File: src/rtl/core/assert_macros.svh
// Assertion macros shared by the tokenizer RTL
`ifndef ASSERT_MACROS_SVH
`define ASSERT_MACROS_SVH

// Same-cycle implication, sampled on the rising clock, off during reset
`define ILT_ASSERT_NOW(label, ante, cons) \
    label: assert property (@(posedge i_clk) disable iff (!i_rst_n) (ante) |-> (cons)) \
        else $error("assertion failed");

// Next-cycle implication, sampled on the rising clock, off during reset
`define ILT_ASSERT_NEXT(label, ante, cons) \
    label: assert property (@(posedge i_clk) disable iff (!i_rst_n) (ante) |=> (cons)) \
        else $error("assertion failed");

`endif

File: src/rtl/core/ilt_pkg.sv
// Types, codes and constants of the IRC line tokenizer
package ilt_pkg;

    localparam logic [2:0] KIND_SEP   = 3'd0;
    localparam logic [2:0] KIND_NICK  = 3'd1;
    localparam logic [2:0] KIND_USER  = 3'd2;
    localparam logic [2:0] KIND_HOST  = 3'd3;
    localparam logic [2:0] KIND_CMD   = 3'd4;
    localparam logic [2:0] KIND_MID   = 3'd5;
    localparam logic [2:0] KIND_TRAIL = 3'd6;

    localparam logic [1:0] STATUS_OK    = 2'd0;
    localparam logic [1:0] STATUS_EMPTY = 2'd1;
    localparam logic [1:0] STATUS_BLANK = 2'd2;

    localparam logic [7:0] CH_NUL   = 8'h00;
    localparam logic [7:0] CH_TAB   = 8'h09;
    localparam logic [7:0] CH_SPACE = 8'h20;
    localparam logic [7:0] CH_BANG  = 8'h21;
    localparam logic [7:0] CH_COLON = 8'h3A;
    localparam logic [7:0] CH_AT    = 8'h40;

    // queue between front and back; depth must be a power of two
    localparam int Q_DEPTH = 2;
    localparam int Q_PTR_W = $clog2(Q_DEPTH);
    localparam int Q_CNT_W = $clog2(Q_DEPTH + 1);

    typedef enum logic [9:0] {
        MODE_LEAD  = 10'b00_0000_0001,
        MODE_NICK  = 10'b00_0000_0010,
        MODE_USER  = 10'b00_0000_0100,
        MODE_HOST  = 10'b00_0000_1000,
        MODE_CSKIP = 10'b00_0001_0000,
        MODE_CMD   = 10'b00_0010_0000,
        MODE_PSKIP = 10'b00_0100_0000,
        MODE_PARAM = 10'b00_1000_0000,
        MODE_TRAIL = 10'b01_0000_0000,
        MODE_DONE  = 10'b10_0000_0000
    } t_mode;

    typedef struct packed {
        logic [2:0] kind;
        logic [7:0] chr;
        logic       chr_valid;
        logic       start;
        logic       last;
        logic [1:0] status;
    } t_tag;

    typedef struct packed {
        logic full;
        logic empty;
    } t_q_stat;

endpackage

File: src/rtl/core/ilt_front.sv
// Front end: accepts bytes, tracks the parse mode and tags each byte
module ilt_front (
    input  logic          i_clk,
    input  logic          i_rst_n,
    input  logic          i_valid,
    input  logic [7:0]    i_byte_in,
    input  logic          i_last_byte,
    input  logic          i_full,
    output logic          o_stall,
    output logic          o_push,
    output ilt_pkg::t_tag o_tag
);

    ilt_pkg::t_mode r_mode, n_mode;
    logic           r_seen_nonblank, n_seen_nonblank;
    logic           r_seen_any, n_seen_any;
    logic           accept;
    logic           blank;
    logic           active;
    logic [2:0]     kind;
    logic           start;
    logic           chr_valid;
    logic           parse_nb;
    logic           parse_any;

    assign accept  = i_valid && !i_full;
    assign o_stall = i_full;
    assign o_push  = accept;

    assign blank  = (i_byte_in == ilt_pkg::CH_SPACE) || (i_byte_in == ilt_pkg::CH_TAB);
    assign active = (i_byte_in != ilt_pkg::CH_NUL) && (r_mode != ilt_pkg::MODE_DONE);

    always_comb begin
        kind      = ilt_pkg::KIND_SEP;
        start     = 1'b0;
        chr_valid = 1'b0;
        n_mode    = r_mode;
        if (!active) begin
            n_mode = ilt_pkg::MODE_DONE;
        end else begin
            case (r_mode)
                ilt_pkg::MODE_LEAD: begin
                    if (!blank) begin
                        if (i_byte_in == ilt_pkg::CH_COLON) begin
                            kind   = ilt_pkg::KIND_NICK;
                            start  = 1'b1;
                            n_mode = ilt_pkg::MODE_NICK;
                        end else begin
                            kind      = ilt_pkg::KIND_CMD;
                            start     = 1'b1;
                            chr_valid = 1'b1;
                            n_mode    = ilt_pkg::MODE_CMD;
                        end
                    end
                end
                ilt_pkg::MODE_NICK: begin
                    if (i_byte_in == ilt_pkg::CH_BANG) begin
                        kind   = ilt_pkg::KIND_USER;
                        start  = 1'b1;
                        n_mode = ilt_pkg::MODE_USER;
                    end else if (i_byte_in == ilt_pkg::CH_AT) begin
                        kind   = ilt_pkg::KIND_HOST;
                        start  = 1'b1;
                        n_mode = ilt_pkg::MODE_HOST;
                    end else if (blank) begin
                        n_mode = ilt_pkg::MODE_CSKIP;
                    end else begin
                        kind      = ilt_pkg::KIND_NICK;
                        chr_valid = 1'b1;
                    end
                end
                ilt_pkg::MODE_USER: begin
                    if (i_byte_in == ilt_pkg::CH_AT) begin
                        kind   = ilt_pkg::KIND_HOST;
                        start  = 1'b1;
                        n_mode = ilt_pkg::MODE_HOST;
                    end else if (blank) begin
                        n_mode = ilt_pkg::MODE_CSKIP;
                    end else begin
                        kind      = ilt_pkg::KIND_USER;
                        chr_valid = 1'b1;
                    end
                end
                ilt_pkg::MODE_HOST: begin
                    if (blank) begin
                        n_mode = ilt_pkg::MODE_CSKIP;
                    end else begin
                        kind      = ilt_pkg::KIND_HOST;
                        chr_valid = 1'b1;
                    end
                end
                ilt_pkg::MODE_CSKIP: begin
                    if (!blank) begin
                        kind      = ilt_pkg::KIND_CMD;
                        start     = 1'b1;
                        chr_valid = 1'b1;
                        n_mode    = ilt_pkg::MODE_CMD;
                    end
                end
                ilt_pkg::MODE_CMD: begin
                    if (blank) begin
                        n_mode = ilt_pkg::MODE_PSKIP;
                    end else begin
                        kind      = ilt_pkg::KIND_CMD;
                        chr_valid = 1'b1;
                    end
                end
                ilt_pkg::MODE_PSKIP: begin
                    if (!blank) begin
                        if (i_byte_in == ilt_pkg::CH_COLON) begin
                            kind   = ilt_pkg::KIND_TRAIL;
                            start  = 1'b1;
                            n_mode = ilt_pkg::MODE_TRAIL;
                        end else begin
                            kind      = ilt_pkg::KIND_MID;
                            start     = 1'b1;
                            chr_valid = 1'b1;
                            n_mode    = ilt_pkg::MODE_PARAM;
                        end
                    end
                end
                ilt_pkg::MODE_PARAM: begin
                    if (blank) begin
                        n_mode = ilt_pkg::MODE_PSKIP;
                    end else begin
                        kind      = ilt_pkg::KIND_MID;
                        chr_valid = 1'b1;
                    end
                end
                ilt_pkg::MODE_TRAIL: begin
                    kind      = ilt_pkg::KIND_TRAIL;
                    chr_valid = 1'b1;
                end
                default: begin
                    n_mode = ilt_pkg::MODE_DONE;
                end
            endcase
        end

        parse_any = r_seen_any || active;
        parse_nb  = r_seen_nonblank || (active && !blank);

        // line end: report status and return to line start
        if (i_last_byte) begin
            n_mode          = ilt_pkg::MODE_LEAD;
            n_seen_any      = 1'b0;
            n_seen_nonblank = 1'b0;
        end else begin
            n_seen_any      = parse_any;
            n_seen_nonblank = parse_nb;
        end
    end

    always_comb begin
        o_tag.kind      = kind;
        o_tag.chr       = i_byte_in;
        o_tag.chr_valid = chr_valid;
        o_tag.start     = start;
        o_tag.last      = i_last_byte;
        if (!i_last_byte) begin
            o_tag.status = ilt_pkg::STATUS_OK;
        end else if (!parse_any) begin
            o_tag.status = ilt_pkg::STATUS_EMPTY;
        end else if (!parse_nb) begin
            o_tag.status = ilt_pkg::STATUS_BLANK;
        end else begin
            o_tag.status = ilt_pkg::STATUS_OK;
        end
    end

    always_ff @(posedge i_clk) begin
        if (!i_rst_n) begin
            r_mode          <= ilt_pkg::MODE_LEAD;
            r_seen_nonblank <= 1'b0;
            r_seen_any      <= 1'b0;
        end else if (accept) begin
            r_mode          <= n_mode;
            r_seen_nonblank <= n_seen_nonblank;
            r_seen_any      <= n_seen_any;
        end
    end

endmodule

File: src/rtl/core/ilt_queue.sv
// Short queue of tagged bytes between front and back
module ilt_queue (
    input  logic             i_clk,
    input  logic             i_rst_n,
    input  logic             i_push,
    input  ilt_pkg::t_tag    i_wdata,
    input  logic             i_pop,
    output ilt_pkg::t_tag    o_rdata,
    output ilt_pkg::t_q_stat o_stat
);

    ilt_pkg::t_tag                 r_mem [ilt_pkg::Q_DEPTH];
    logic [ilt_pkg::Q_PTR_W-1:0]   r_wptr, r_rptr;
    logic [ilt_pkg::Q_CNT_W-1:0]   r_count, n_count;

    assign o_rdata      = r_mem[r_rptr];
    assign o_stat.full  = (r_count == ilt_pkg::Q_CNT_W'(ilt_pkg::Q_DEPTH));
    assign o_stat.empty = (r_count == '0);

    always_comb begin
        n_count = r_count;
        if (i_push && !i_pop) begin
            n_count = r_count + 1'b1;
        end else if (i_pop && !i_push) begin
            n_count = r_count - 1'b1;
        end
    end

    always_ff @(posedge i_clk) begin
        if (i_push) begin
            r_mem[r_wptr] <= i_wdata;
        end
    end

    always_ff @(posedge i_clk) begin
        if (!i_rst_n) begin
            r_wptr  <= '0;
            r_rptr  <= '0;
            r_count <= '0;
        end else begin
            if (i_push) begin
                r_wptr <= r_wptr + 1'b1;
            end
            if (i_pop) begin
                r_rptr <= r_rptr + 1'b1;
            end
            r_count <= n_count;
        end
    end

endmodule

File: src/rtl/core/ilt_back.sv
// Back end: drains the queue into the output register
module ilt_back (
    input  logic          i_clk,
    input  logic          i_rst_n,
    input  ilt_pkg::t_tag i_head,
    input  logic          i_not_empty,
    input  logic          i_stall,
    output logic          o_pop,
    output logic          o_valid,
    output logic [2:0]    o_field_kind,
    output logic [7:0]    o_char_out,
    output logic          o_char_valid,
    output logic          o_token_start,
    output logic          o_line_end,
    output logic [1:0]    o_status
);

    logic r_valid;

    // load when the register is empty or its transfer completes now
    assign o_pop   = i_not_empty && (!r_valid || !i_stall);
    assign o_valid = r_valid;

    always_ff @(posedge i_clk) begin
        if (!i_rst_n) begin
            r_valid <= 1'b0;
        end else if (o_pop) begin
            r_valid <= 1'b1;
        end else if (!i_stall) begin
            r_valid <= 1'b0;
        end
    end

    always_ff @(posedge i_clk) begin
        if (o_pop) begin
            o_field_kind  <= i_head.kind;
            o_char_out    <= i_head.chr_valid ? i_head.chr : ilt_pkg::CH_NUL;
            o_char_valid  <= i_head.chr_valid;
            o_token_start <= i_head.start;
            o_line_end    <= i_head.last;
            o_status      <= i_head.status;
        end
    end

endmodule

File: src/rtl/core/irc_line_tokenizer.sv
// Top level of the IRC line tokenizer: front end, queue and back end
//
//   channel   valid     stall     payload
//   in        i_valid   o_stall   i_byte_in, i_last_byte
//   out       o_valid   i_stall   o_field_kind, o_char_out, o_char_valid,
//                                 o_token_start, o_line_end, o_status
//
// One byte per cycle sustained while the output is not stalled; a transferred
// byte is written into the queue and then loaded into the output register.
// The front end takes a byte whenever the two-entry queue is not full.
// Reset returns the parser to line start and empties queue and output.
// An output stall fills the queue first; the input stalls only once it is full.
`include "assert_macros.svh"

module irc_line_tokenizer (
    input  logic       i_clk,
    input  logic       i_rst_n,
    input  logic       i_valid,
    output logic       o_stall,
    input  logic [7:0] i_byte_in,
    input  logic       i_last_byte,
    output logic       o_valid,
    input  logic       i_stall,
    output logic [2:0] o_field_kind,
    output logic [7:0] o_char_out,
    output logic       o_char_valid,
    output logic       o_token_start,
    output logic       o_line_end,
    output logic [1:0] o_status
);

    ilt_pkg::t_tag    push_tag;
    ilt_pkg::t_tag    head_tag;
    ilt_pkg::t_q_stat q_stat;
    logic             push;
    logic             pop;
    logic             end_status;
    logic             end_sep;

    ilt_front u_front (
        .i_clk       (i_clk),
        .i_rst_n     (i_rst_n),
        .i_valid     (i_valid),
        .i_byte_in   (i_byte_in),
        .i_last_byte (i_last_byte),
        .i_full      (q_stat.full),
        .o_stall     (o_stall),
        .o_push      (push),
        .o_tag       (push_tag)
    );

    ilt_queue u_queue (
        .i_clk   (i_clk),
        .i_rst_n (i_rst_n),
        .i_push  (push),
        .i_wdata (push_tag),
        .i_pop   (pop),
        .o_rdata (head_tag),
        .o_stat  (q_stat)
    );

    ilt_back u_back (
        .i_clk         (i_clk),
        .i_rst_n       (i_rst_n),
        .i_head        (head_tag),
        .i_not_empty   (!q_stat.empty),
        .i_stall       (i_stall),
        .o_pop         (pop),
        .o_valid       (o_valid),
        .o_field_kind  (o_field_kind),
        .o_char_out    (o_char_out),
        .o_char_valid  (o_char_valid),
        .o_token_start (o_token_start),
        .o_line_end    (o_line_end),
        .o_status      (o_status)
    );

    assign end_status = o_valid && (o_status != ilt_pkg::STATUS_OK);
    assign end_sep    = o_line_end && (o_field_kind == ilt_pkg::KIND_SEP);

    `ILT_ASSERT_NOW(a_q_stat_sane, 1'b1, !(q_stat.full && q_stat.empty))
    `ILT_ASSERT_NEXT(a_push_lands, i_valid && !o_stall && q_stat.empty, !q_stat.empty)
    `ILT_ASSERT_NOW(a_status_on_end, end_status, end_sep)
    `ILT_ASSERT_NOW(a_char_has_kind, o_valid && o_char_valid, o_field_kind != ilt_pkg::KIND_SEP)

endmodule
File: config.mk
export PLATFORM = sky130hd
export DESIGN_NAME = irc_line_tokenizer
export DESIGN_NICKNAME = d
export VERILOG_FILES = /design/src/rtl/core/ilt_pkg.sv /design/src/rtl/core/ilt_front.sv /design/src/rtl/core/ilt_queue.sv /design/src/rtl/core/ilt_back.sv /design/src/rtl/core/irc_line_tokenizer.sv
export VERILOG_INCLUDE_DIRS = /design/src /design/src/rtl/core
export SDC_FILE = /design/constraint.sdc
export NUM_CORES = 1
export LEC_CHECK = 0
export ABC_AREA = 1
export ABC_CLOCK_PERIOD_IN_PS = 1490
export BUFFER_PORTS_ARGS = -buffer_cell sky130_fd_sc_hd__buf_4
export CORE_MARGIN = 10
export CORE_UTILIZATION = 35
export CTS_BUF_LIST = sky130_fd_sc_hd__clkbuf_16
export DETAILED_ROUTE_END_ITERATION = 8
export PLACE_DENSITY = 0.51
export SLEW_MARGIN = 30
export SYNTH_ARGS = -nofsm -noshare
export SYNTH_HDL_FRONTEND = slang
export SYNTH_SLANG_ARGS = --single-unit
File: constraint.sdc
create_clock -name i_clk -period 1.49 [get_ports i_clk]
set_input_delay 0.149 -clock i_clk [delete_from_list [all_inputs] [get_ports i_clk]]
set_output_delay 0.149 -clock i_clk [all_outputs]
set_load 0.05 [all_outputs]
After elaboration in Yosys (flattened, before gate mapping)
Memory sizes are Yosys's and may differ from the RTL's. A register that Yosys moved wholly into a read port is not among the register bits.
Cells that the tools add are included.
{ "op_classes": {"n_eq_ne": 22, "n_reduce_logical": 26, "add_sub_neg": 4, "mux": 50} }
{ "ops": {"columns": ["op", "count"], "rows": [
  ["2-to-1 mux 10 bit", 9],
  ["one-hot mux 10 bit (8 select lines)", 1],
  ["2-to-1 mux 3 bit", 9],
  ["equality test 8 x 6 -> 1 bit (second input constant)", 3],
  ["one-hot mux 3 bit (8 select lines)", 1],
  ["2-to-1 mux 1 bit", 18],
  ["2-to-1 mux 2 bit", 8],
  ["inequality test 4 bit (second input constant)", 3],
  ["equality test 10 x 1 -> 1 bit (second input constant)", 1],
  ["equality test 10 x 2 -> 1 bit (second input constant)", 1],
  ["equality test 10 x 3 -> 1 bit (second input constant)", 1],
  ["equality test 10 x 4 -> 1 bit (second input constant)", 1],
  ["equality test 10 x 5 -> 1 bit (second input constant)", 1],
  ["equality test 10 x 6 -> 1 bit (second input constant)", 1],
  ["equality test 10 x 7 -> 1 bit (second input constant)", 1],
  ["equality test 10 x 8 -> 1 bit (second input constant)", 1],
  ["equality test 10 x 9 -> 1 bit (second input constant)", 1],
  ["inequality test 10 bit (second input constant)", 1],
  ["2-to-1 mux 9 bit", 1],
  ["equality test 8 x 4 -> 1 bit (second input constant)", 1],
  ["equality test 8 x 7 -> 1 bit (second input constant)", 1],
  ["nonzero test 8 bit", 1],
  ["zero test 1 bit", 7],
  ["logical AND 1 bit", 6],
  ["17 further kinds", 23]
]} }
{ "totals": {"regBits": 33, "mem_count": 1, "output_inout_bits": 18, "mem_bits_rw": 32} }
{ "mem_list": {"columns": ["memory", "depth", "word_bits", "read_ports", "rd_ports_with_merged_regs", "write_ports", "line", "source"], "rows": [
  ["u_queue.r_mem", 2, 16, 1, 1, 1, "ilt_queue.sv:12", "ilt_pkg::t_tag r_mem [ilt_pkg::Q_DEPTH];"]
]} }

Longest topological paths before layout
Gate-level depths: netlist of run 1.
{ "depth": {"depth_word": 8, "mapped_depth": 14, "mapped_depth_nobuf": 14} }

Modules after synthesis
A second synthesis of run 1 with hierarchy kept.
{ "unflattened": {"hier_cells": 350, "hier_area_um2": 3427.0} }
{ "by_module_without_submodules": {"columns": ["module", "n_inst", "cells_per_inst", "area_per_inst_um2"], "rows": [
  ["ilt_queue", 1, 85, 1437.6],
  ["ilt_front", 1, 225, 1398.8],
  ["ilt_back", 1, 39, 586.8],
  ["irc_line_tokenizer", 1, 1, 3.8]
]} }

Least setup slack after synthesis of run 1
No wires, ideal clock.
{ "synth_path": {"path_type": "reg-to-reg", "startpoint": "register u_back.r_valid (netlist: u_back.o_valid)", "endpoint": "register u_queue.r_count[1] in the netlist's numbering", "setup_ns": 0.122, "arrival_ns": 1.549, "period_less_slack_ns": 1.671, "setup_slack_ns": -0.181, "required_ns": 1.368, "path_stages_with_launch": 8, "path_cell_list": "dfxtp_1 -> nand2_1 -> o21ai_0 -> ha_1 -> a21oi_1 -> o21ai_0 -> o21ai_0 -> a21oi_1"} }
{ "synth_via": {"elab_chain_len": 6, "word_cells_on_any_way": 8, "cone_classes": "mux: 1; reduce/logical: 7"} }
{ "synth_lines": {"columns": ["item", "line", "source"], "rows": [
  ["start: declaration", "ilt_back.sv:18", "logic r_valid;"],
  ["start signal: assignment", "ilt_back.sv:26", "r_valid <= 1'b0;"],
  ["start signal: assignment", "ilt_back.sv:28", "r_valid <= 1'b1;"],
  ["start signal: assignment", "ilt_back.sv:30", "r_valid <= 1'b0;"],
  ["zero test 1 bit *", "ilt_back.sv:21", "assign o_pop = i_not_empty && (!r_valid || !i_stall);"],
  ["logical OR 1 bit *", "ilt_back.sv:21", null],
  ["logical AND 1 bit *", "ilt_back.sv:21", null],
  ["zero test 1 bit", "ilt_queue.sv:22", "if (i_push && !i_pop) begin"],
  ["logical AND 1 bit", "ilt_queue.sv:22", null],
  ["2-to-1 mux 2 bit / nonzero test 2 bit (equally long branches)", null, null],
  ["end signal: assignment", "ilt_queue.sv:47", "r_count <= n_count;"],
  ["end: declaration", "ilt_queue.sv:14", "logic [ilt_pkg::Q_CNT_W-1:0] r_count, n_count;"]
]} }
Every way passes the cells marked *; elsewhere a longest branch is shown, timed or not.
A chain may end at the register's enable or synchronous reset.

Final worst setup path of run 1
{ "layout_path": {"startpoint": "register u_front.r_mode[2]", "endpoint": "register u_front.r_mode[4]"} }
{ "layout_via": {"elab_chain_len": 5, "word_cells_on_any_way": 21, "cone_classes": "eq/ne: 15; mux: 3; reduce/logical: 3"} }
{ "layout_lines": {"columns": ["item", "line", "source"], "rows": [
  ["start: declaration", "ilt_front.sv:14", "ilt_pkg::t_mode r_mode, n_mode;"],
  ["start signal: assignment", "ilt_front.sv:173", "r_mode <= ilt_pkg::MODE_LEAD;"],
  ["start signal: assignment", "ilt_front.sv:177", "r_mode <= n_mode;"],
  ["equality test 10 x 6 -> 1 bit / equality test 10 x 8 -> 1 bit (equally long branches)", "ilt_front.sv:41", "case (r_mode)"],
  ["OR reduction 2 bit (no line)", null, null],
  ["one-hot mux 10 bit (8 select lines)", "ilt_front.sv:41", null],
  ["2-to-1 mux 10 bit", "ilt_front.sv:38", "if (!active) begin"],
  ["2-to-1 mux 10 bit", "ilt_front.sv:144", "if (i_last_byte) begin"]
]} }
Parallel ways exist; a longest one is shown, timed or not.

==> results.toml, run 1 <==
[status]
status = "finished with violations"
violations = "negative setup slack"

[cts]
cts_buffers = 9
clk_pin_slew_worst_paths_ps = 60
htreeDepth = 3
clock_latency_ps = 320
cts_sinks = 66
ctsRootBufferMaster = "clkbuf_16"
cts_tree = "yes"
cts_buffer_depth = 2
hold_buffers = 0

[synth]
synthCells = 355
yosysTopAreaCell = "edfxtp_1"
synth_cell_types = 28
synth_seq_cells = 66
synth_area_leaders = "edfxtp_1 (45%), dfxtp_1 (11%), nand2_1 (9.0%)"
synth_seq_area_share_pct = 55.8
synth_top_area_share_pct = 44.7
synth_area_sq_um = 3230
avgSynthCellArea_sq_um = 9.09
yosysWarnings = 0
synth_nets = 369

[final_layout]
fin_cells = 590
layout-drive-gt1-share_pct = 53.3
layout_commonest_cell = "buf_4"
stdcell_area_sq_um = 5040
syn_to_final_growth_pct = 56.2
n_fill_cell = 767
num_antenna_cells = 0
nets = 491
layout_common_cells = "buf_4 (100), nand2_1 (57), edfxtp_1 (48)"

[setup_path]
cp_data_required_time_ps = 1740
arrival_ps = 1990
crit_type = "reg2reg"
critPathMaxFanout = 6
cp-end-kind = "flop"
startpoint_type = "flop"

[route]
ant_nets = 0
vias = 2808
dr.pass1.iters = 4
wl_per_cell_um = 14.6
wl_mm = 8.64
drc = 0
via_per_inst = 4.76
drt_iter0_drc = 108

[power]
internal_power_w = 0.00549
seq_power_share_pct = 32.3
power_density_nw_per_um2 = 1690
p_switching_w = 0.00305
comb_power_share_pct = 39.5
leakage_nw = 2.21
swShare_pct = 35.7
ir_drop_uv = 801
p_clk_share_pct = 28.2
finalPower_w = 0.00854

[place]
gp_congestion = 0.951
placed_area_sq_um = 4120
place_hpwl_mm = 6.09
port_buffers = 30
pre_cts_ws_ps = -280
dp.cells = 555

[global_route]
antenna_found_initial = 0
grt_max_degree = 19
grt_pass1_wl_mm = 14.4
grt_use_total_pct = 13.4
grt_pass1_vias = 2943
overflow = 0

[timing]
max_freq_mhz = 576
hold_viol_final = 0
tightestPinTransition_ps = 413
relSlewSlack_pct = 72.4
slew_viol_final = 0
setup_ws_ps = -245
setup_violations = 20
setup-tns-final_ps = -3440
fin_crit_sh_pct = 116
grt_setup_unrepaired = "true"
clock_skew_ps = 7.89
fin_crit_ps = 1740

[floorplan]
fp.dieW_um = 116
dieHeight_um = 116
dieArea_sq_um = 13500
core_sq_um = 8850
io_pins = 31
initial_core_util_pct = 36.5
rows = 34

[job]
maxCapViolations = 0

[min_path]
hold_path_class = "in2reg"
-- sequential cells by signal, summed over array words and instances (netlist names), 2 cells and up, named ones only --
signal / count
u_queue.r_mem: 32
u_queue.r_count: 2
u_back.o_char_out: 8
u_back.o_field_kind: 3
u_front.r_mode: 10
u_back.o_status: 2
-- cells by family (layout without fill, tap and decap cells) --
kind of cell / after synthesis / in the layout / share of synthesized area, %
AOI/OAI and AO/OA: 36 / 36 / 6.16
DFF: 66 / 66 / 55.8
buffers and inverters: 49 / 175 / 5.74
and+or+nand+nor: 187 / 188 / 26.3
adders and majority gates: 1 / 1 / 0.388
muxes: 16 / 16 / 5.58
-- area by class of cell --
| cell class | instances | area, sq um | share of cell area, % |
|---|---|---|---|
| Timing Repair Buffer | 112 | 921 | 18.3 |
| Clock inverter | 7 | 119 | 2.36 |
| Inverter | 47 | 191 | 3.80 |
| Multi-Input combinational cell | 241 | 1620 | 32.2 |
| Tap cell | 108 | 135 | 2.68 |
| Sequential cell | 66 | 1830 | 36.3 |
| Clock buffer | 9 | 225 | 4.47 |
-- Yosys cell counts --
| cell | count |
|---|---|
| a21oi_1 | 18 |
| a21oi_4 | 1 |
| a31oi_1 | 1 |
| buf_2 | 1 |
| clkbuf_1 | 1 |
| clkinv_1 | 1 |
| dfxtp_1 | 18 |
| edfxtp_1 | 48 |
| ha_1 | 1 |
| inv_1 | 41 |
| inv_2 | 5 |
| mux2_2 | 16 |
| nand2_1 | 77 |
| nand2_2 | 7 |
| nand2_4 | 1 |
| nand3_1 | 29 |
| nand3_2 | 1 |
| nand3b_1 | 1 |
| nand4_1 | 8 |
| nor2_1 | 46 |
| nor2_2 | 6 |
| nor2_4 | 4 |
| nor3_1 | 5 |
| nor4_1 | 2 |
| o21ai_0 | 13 |
| o21ai_1 | 1 |
| o21ai_2 | 1 |
| o31ai_1 | 1 |
-- path summary, 6_finish.rpt --
check	start	to	slack, ps	cells past startpoint
setup reg to reg	u_front.r_mode[2]	u_front.r_mode[4]	-250	14
setup / recovery	u_front.r_mode[2]	u_front.r_mode[4]	-250	14
hold reg to reg	u_queue.r_rptr	u_queue.r_rptr	450	1
hold / removal	i_rst_n	u_front.r_mode[4]	110	3
-- routing by layer --
| layer | vias up | part of all wire, % | GRT usage [%] |
|---|---|---|---|
| met2 | 33 | 51 | 23.0 |
| met4 | 0 | 1.5 | 4.50 |
| met3 | 13 | 2.7 | 2.84 |
| li1 | 1440 | - | - |
| met1 | 1322 | 45 | 16.2 |
| met5 | - | 0 | 0 |
-- power by group through the flow --
stage          Sequential (W)  Combinational [W]  Clock, W
6_report              0.00276            0.00337   0.00241
5_1_grt               0.00282            0.00363   0.00254
4_1_cts               0.00276            0.00321   0.00245
3_5_place_dp          0.00278            0.00306         0
3_3_place_gp          0.00278            0.00306         0
2_1_floorplan         0.00363            0.00105         0
-- through the flow --
stage	hold slack, ps	utilization, %
4_1_cts	112	53.9
3_5_place_dp	442	46.5
3_3_place_gp	439	46.5
5_1_grt	122	57.0
2_1_floorplan	248	-
6_report	114	57.0
-- worst max-delay path: stages, from the launching register on --
cell and delay [ps]:
dfxtp_4 360, nor2_4 140, nand2_4 100, buf_6 130, nor2_4 110, nand2_4 80
nand2_4 70, nor2_4 40, nand2_2 70, nand2_2 70, nor2_4 220, nand2_1 100
nand2_1 70, nand2_1 40, nor2_1 70
-- repair_timing --
action                                  in CTS  in global routing
cloned                                       1                  0
pin swaps                                   28                 36
resized for setup                           63                 68
setup buffers                               12                  7
endpoints found under the setup margin      23                 26
(Power assumes the default switching activity.)
==> run 2: changes to the inputs <==
Settings changed: CELL_PAD_IN_SITES_DETAIL_PLACEMENT set to 1, CELL_PAD_IN_SITES_GLOBAL_PLACEMENT set to 2, CORE_UTILIZATION 35 to 33, PLACE_DENSITY 0.51 to 0.72.
==> run 2 against run 1 <==
Against the previous run: the flow still finishes with violations (negative setup slack); utilization down 3.7 points; cell area up 1.8%; register-to-register slack lost 90 ps; via count rose by 5.9%; clock skew rose by 7.6 ps; total power fell by 1.4%; routed wire length is 24% higher; non-clock buffer count rose by 14; fmax is 5.1% lower; critical path depth shrank 3; sequential cell count unchanged; worst hold slack got worse by 1.3 ps; critical endpoint is now u_front.r_mode[3]; largest cell class unchanged.
==> results.toml, run 2 (synthesis gave the netlist of run 1 again) <==
[timing]
fin_crit_sh_pct = 123
grt_setup_unrepaired = "true"
slew_viol_final = 0
setup-tns-final_ps = -5370
max_freq_mhz = 547
relSlewSlack_pct = 74.9
tightestPinTransition_ps = 374
setup_ws_ps = -339
hold_viol_final = 0
setup_violations = 26
clock_skew_ps = 15.5
fin_crit_ps = 1830

[global_route]
grt_use_total_pct = 14.5
grt.busiest_layer = "met2"
overflow = 0
grt_use_met1_pct = 16.8
grtUsageMet3_pct = 2.98
use_met2_pct = 25.2
grt_pass1_vias = 3191
grt_pass1_wl_mm = 16.5
antenna_found_initial = 0
grt_max_degree = 19

[floorplan]
initial_core_util_pct = 33.5
io_pins = 31
dieHeight_um = 119
core_sq_um = 9640
rows = 36
fp.dieW_um = 119
dieArea_sq_um = 14100

[route]
via_per_inst = 4.74
vias = 2975
dr.pass1.iters = 4
wl_mm = 10.7
drt_iter0_drc = 133
wl_per_cell_um = 17.1
drc = 0
ant_nets = 0

[place]
gp_congestion = 0.905
place_hpwl_mm = 7.54
dp.cells = 590
pre_cts_ws_ps = -374
port_buffers = 30

[setup_path]
critPathMaxFanout = 5
crit_type = "reg2reg"
startpoint_type = "flop"
cp-end-kind = "flop"
arrival_ps = 2080
ff2ff_path_depth = 11
cp_data_required_time_ps = 1740

[min_path]
holdPathStages = 3
hold_path_class = "in2reg"

[final_layout]
syn_to_final_growth_pct = 59.0
fin_cells = 628
largest_reg_flops = 32
num_antenna_cells = 0
layout_commonest_cell = "buf_4"
nets = 504
register_area_sq_um = 1830
n_fill_cell = 1098
layout-drive-gt1-share_pct = 56.6
max_flop_register = "u_queue.r_mem"
layout_common_cells = "buf_4 (111), nand2_1 (54), edfxtp_1 (48)"
largest_registers = "u_queue.r_mem: 32 flops, u_front.r_mode: 10 flops, u_back.o_char_out: 8 flops"
multi_input_area_sq_um = 1640
utilization_pct = 53.2

[cts]
hold_buffers = 0
clk_pin_slew_worst_paths_ps = 60
clock_latency_ps = 340
cts_buffers = 9
ctsRootBufferMaster = "clkbuf_16"
cts_tree = "yes"
htreeDepth = 3
cts_sinks = 66
cts_buffer_depth = 2

[power]
p_clk_share_pct = 24.9
comb_power_share_pct = 42.0
p_switching_w = 0.00322
internal_power_w = 0.00520
leakage_nw = 2.24
power_density_nw_per_um2 = 1640
swShare_pct = 38.2
ir_drop_uv = 955
seq_power_share_pct = 33.1

[status]
violations = "negative setup slack"
status = "finished with violations"

[job]
maxCapViolations = 0
==> run 2: cell type report <==
cell class	count	share of cell area, %
clock buffer	9	4.39
clock inverter	7	1.22
inverter	47	3.63
multi-input combinational	240	31.9
sequential	66	35.6
tap	133	3.24
timing repair buffer	126	20.0
==> run 2: repair_timing <==
item	4_1_cts	5_1_grt
pin swaps	19	36
endpoints found under the hold margin	0	0
buffers inserted	9	13
resized for setup	60	82
setup endpoints to repair	23	27
==> run 2: layer usage <==
metal | wire [um] | part of all wire (%) | up-vias
met5 | 0 | 0 | -
met4 | 227 | 2.1 | 0
met3 | 360 | 3.4 | 17
met2 | 5710 | 53 | 40
met1 | 4430 | 41 | 1457
li1 | - | - | 1461
==> run 2: final timing paths <==
path                startpoint           endpoint  slack, ps
max reg2reg  u_front.r_mode[2]  u_front.r_mode[3]       -340
min reg2reg     u_queue.r_rptr               flop        480
max          u_front.r_mode[2]  u_front.r_mode[3]       -340
min                    i_stall     u_back.o_valid        110
==> run 2: power groups by stage <==
stage / clock network [W] / logic [W] / registers, W
2_1_floorplan: 0 / 0.00105 / 0.00363
3_3_place_gp: 0 / 0.00301 / 0.00277
3_5_place_dp: 0 / 0.00308 / 0.00281
4_1_cts: 0.00210 / 0.00322 / 0.00279
5_1_grt: 0.00219 / 0.00378 / 0.00285
6_report: 0.00210 / 0.00353 / 0.00279
==> run 2: stage by stage <==
| step | hold slack (ps) | power, W | area (sq um) |
|---|---|---|---|
| global route | 121 | 0.00882 | 5130 |
| detailed placement | 451 | 0.00589 | 4210 |
| CTS | 104 | 0.00811 | 4740 |
| floorplan | 248 | 0.00468 | 3230 |
| global placement | 445 | 0.00579 | 4210 |
| finish | 113 | 0.00842 | 5130 |
==> run 2: worst max-delay path, cell delays in order, from the launching register on <==
cell	delay [ps]
dfxtp_4	370
nor2_4	140
nand2_4	100
nor2_4	150
buf_4	140
a21oi_4	80
nand3_2	110
buf_4	110
nand3_2	100
nor2_4	170
nand3_1	120
a21oi_2	160
==> run 3: changes to the inputs <==
Settings changed: PLACE_DENSITY 0.72 to unset, PLACE_DENSITY_LB_ADDON set to 0.1, RECOVER_POWER set to 25.
==> run 3 against run 2 <==
Against the previous run: the run still ends with negative setup slack left; sequential power hardly changed; die area unchanged; first-iteration DRC count decreased by 0.75%; non-clock buffer count is 3 lower; clock-buffer cell count did not move; critical path depth increased by 2.
==> results.toml, run 3 (synthesis gave the netlist of run 1 again) <==
[job]
maxCapViolations = 0

[global_route]
grt_max_degree = 19
grt_pass1_vias = 3086
grt_use_total_pct = 14.0
grt_pass1_wl_mm = 15.8
antenna_found_initial = 0
overflow = 0

[floorplan]
rows = 36
fp.dieW_um = 119
dieHeight_um = 119
dieArea_sq_um = 14100
core_sq_um = 9640
initial_core_util_pct = 33.5
io_pins = 31

[setup_path]
path_delay_family = "simple AND/OR/NAND/NOR gates"
cp_cell_sequence = "inv_2 -> nand2_1 -> buf_4 -> nor2_1 -> nand3_1 -> nor2_1 -> nand2_2 -> nand2_2 -> nor2_4 -> nand2_4 -> buf_6 -> nand2_2 -> a21oi_2"
startpoint_type = "flop"
crit_type = "reg2reg"
crit_start = "u_front.r_mode[5]"
r2r-start = "u_front.r_mode[5]"
path_depth = 13
r2r_setup_slack_ps = -280
critPathMaxFanout = 6
crit_buf_inv = 3
ff2ff_path_depth = 13
max_stage_delay_ps = 360
crit_end = "u_front.r_mode[5]"
slowest_stage = "dfxtp_4"
crit_top_cell = "nand2_2"
arrival_ps = 2020
cp_data_required_time_ps = 1740
cp-end-kind = "flop"
crit-reg2reg-capture = "u_front.r_mode[5]"

[final_layout]
layout_commonest_cell = "buf_4"
layout_common_cells = "buf_4 (88), nand2_1 (57), edfxtp_1 (48)"
syn_to_final_growth_pct = 52.7
layout-drive-gt1-share_pct = 49.2
num_antenna_cells = 0
n_fill_cell = 1155
largest_reg_flops = 32
nets = 501
utilization_pct = 51.1
max_flop_register = "u_queue.r_mem"
largest_registers = "u_queue.r_mem: 32 flops, u_front.r_mode: 10 flops, u_back.o_char_out: 8 flops"

[status]
status = "finished with violations"
violations = "negative setup slack"

[route]
wl_mm = 9.88
dr.pass1.iters = 4
via_per_inst = 4.68
wl_per_cell_um = 15.8
drt_iter0_drc = 132
vias = 2923
ant_nets = 0
drc = 0

[cts]
cts_buffer_depth = 2
cts_tree = "yes"
cts_sinks = 66
clock_latency_ps = 330
ctsRootBufferMaster = "clkbuf_16"
htreeDepth = 3
cts_buffers = 9
clk_pin_slew_worst_paths_ps = 60

[timing]
tightestPinTransition_ps = 606
clock_skew_ps = 7.12
relSlewSlack_pct = 59.8
setup_ws_ps = -280
max_freq_mhz = 565
setup_violations = 22
fin_crit_ps = 1770
grt_setup_unrepaired = "true"
hold_viol_final = 0
slew_viol_final = 0
fin_crit_sh_pct = 119

[place]
port_buffers = 30
place_hpwl_mm = 7.52
gp_congestion = 0.903

[min_path]
hold_path_class = "in2reg"

[power]
finalPower_w = 0.00796
leakage_nw = 2.12
ir_drop_uv = 679
power_density_nw_per_um2 = 1620
==> run 3: worst reg2reg max path, delay by kind of cell (launching register included) <==
family	cells	cell delay [ps]
simple gates	9	840
flops	1	360
buf+inv	3	360
compound gates	1	130
==> run 3: worst min path at each step <==
stage,start,end,depth (start not counted)
after floorplan,i_byte_in[5],u_queue.r_mem[0][10],0
after global placement,u_queue.r_rptr,u_queue.r_rptr,1
after detailed placement,u_queue.r_rptr,u_queue.r_rptr,1
after CTS,i_rst_n,u_front.r_mode[6],3
after global routing,i_stall,u_back.o_valid,3
final,i_rst_n,u_front.r_mode[6],3
==> run 3: routing by layer <==
layer | vias to the layer above | track usage (%) | wire length [um]
met3 | 22 | 2.83 | 248
met2 | 40 | 23.7 | 5050
met5 | - | 0 | 0
met4 | 0 | 7.40 | 319
met1 | 1403 | 16.5 | 4260
li1 | 1458 | - | -
==> run 3: final cells by class <==
class / instances / area (sq um) / area share, %
Tap cell: 133 / 166 / 3.38
Clock inverter: 7 / 38.8 / 0.787
Multi-Input combinational cell: 240 / 1590 / 32.2
Inverter: 47 / 181 / 3.68
Clock buffer: 9 / 225 / 4.57
Sequential cell: 66 / 1830 / 37.1
Timing Repair Buffer: 123 / 901 / 18.3
==> run 3: through the flow <==
step	instance area, sq um	hold WS [ps]	worst slack [ps]	std cells	TNS (ps)
floorplan	3230	248	-105	355	-1770
global placement	4250	443	-367	595	-5930
detailed placement	4250	451	-385	595	-6210
CTS	4680	94.7	-280	617	-4490
global route	4930	114	-415	625	-6540
finish	4930	95.8	-280	625	-3970
==> run 3: repair_timing <==
action                     in CTS  in global routing
resized for setup              47                 79
setup endpoints to repair      23                 27
hold buffers                    0                  0
buffers inserted                6                  8
cloned                          0                  0
pin swaps                      14                 38
==> run 3: where the power goes <==
group / switching [W] / internal, W
Clock: 0.000764 / 0.00110
Combinational: 0.00214 / 0.00118
Sequential: 0.000176 / 0.00259
Total: 0.00308 / 0.00488
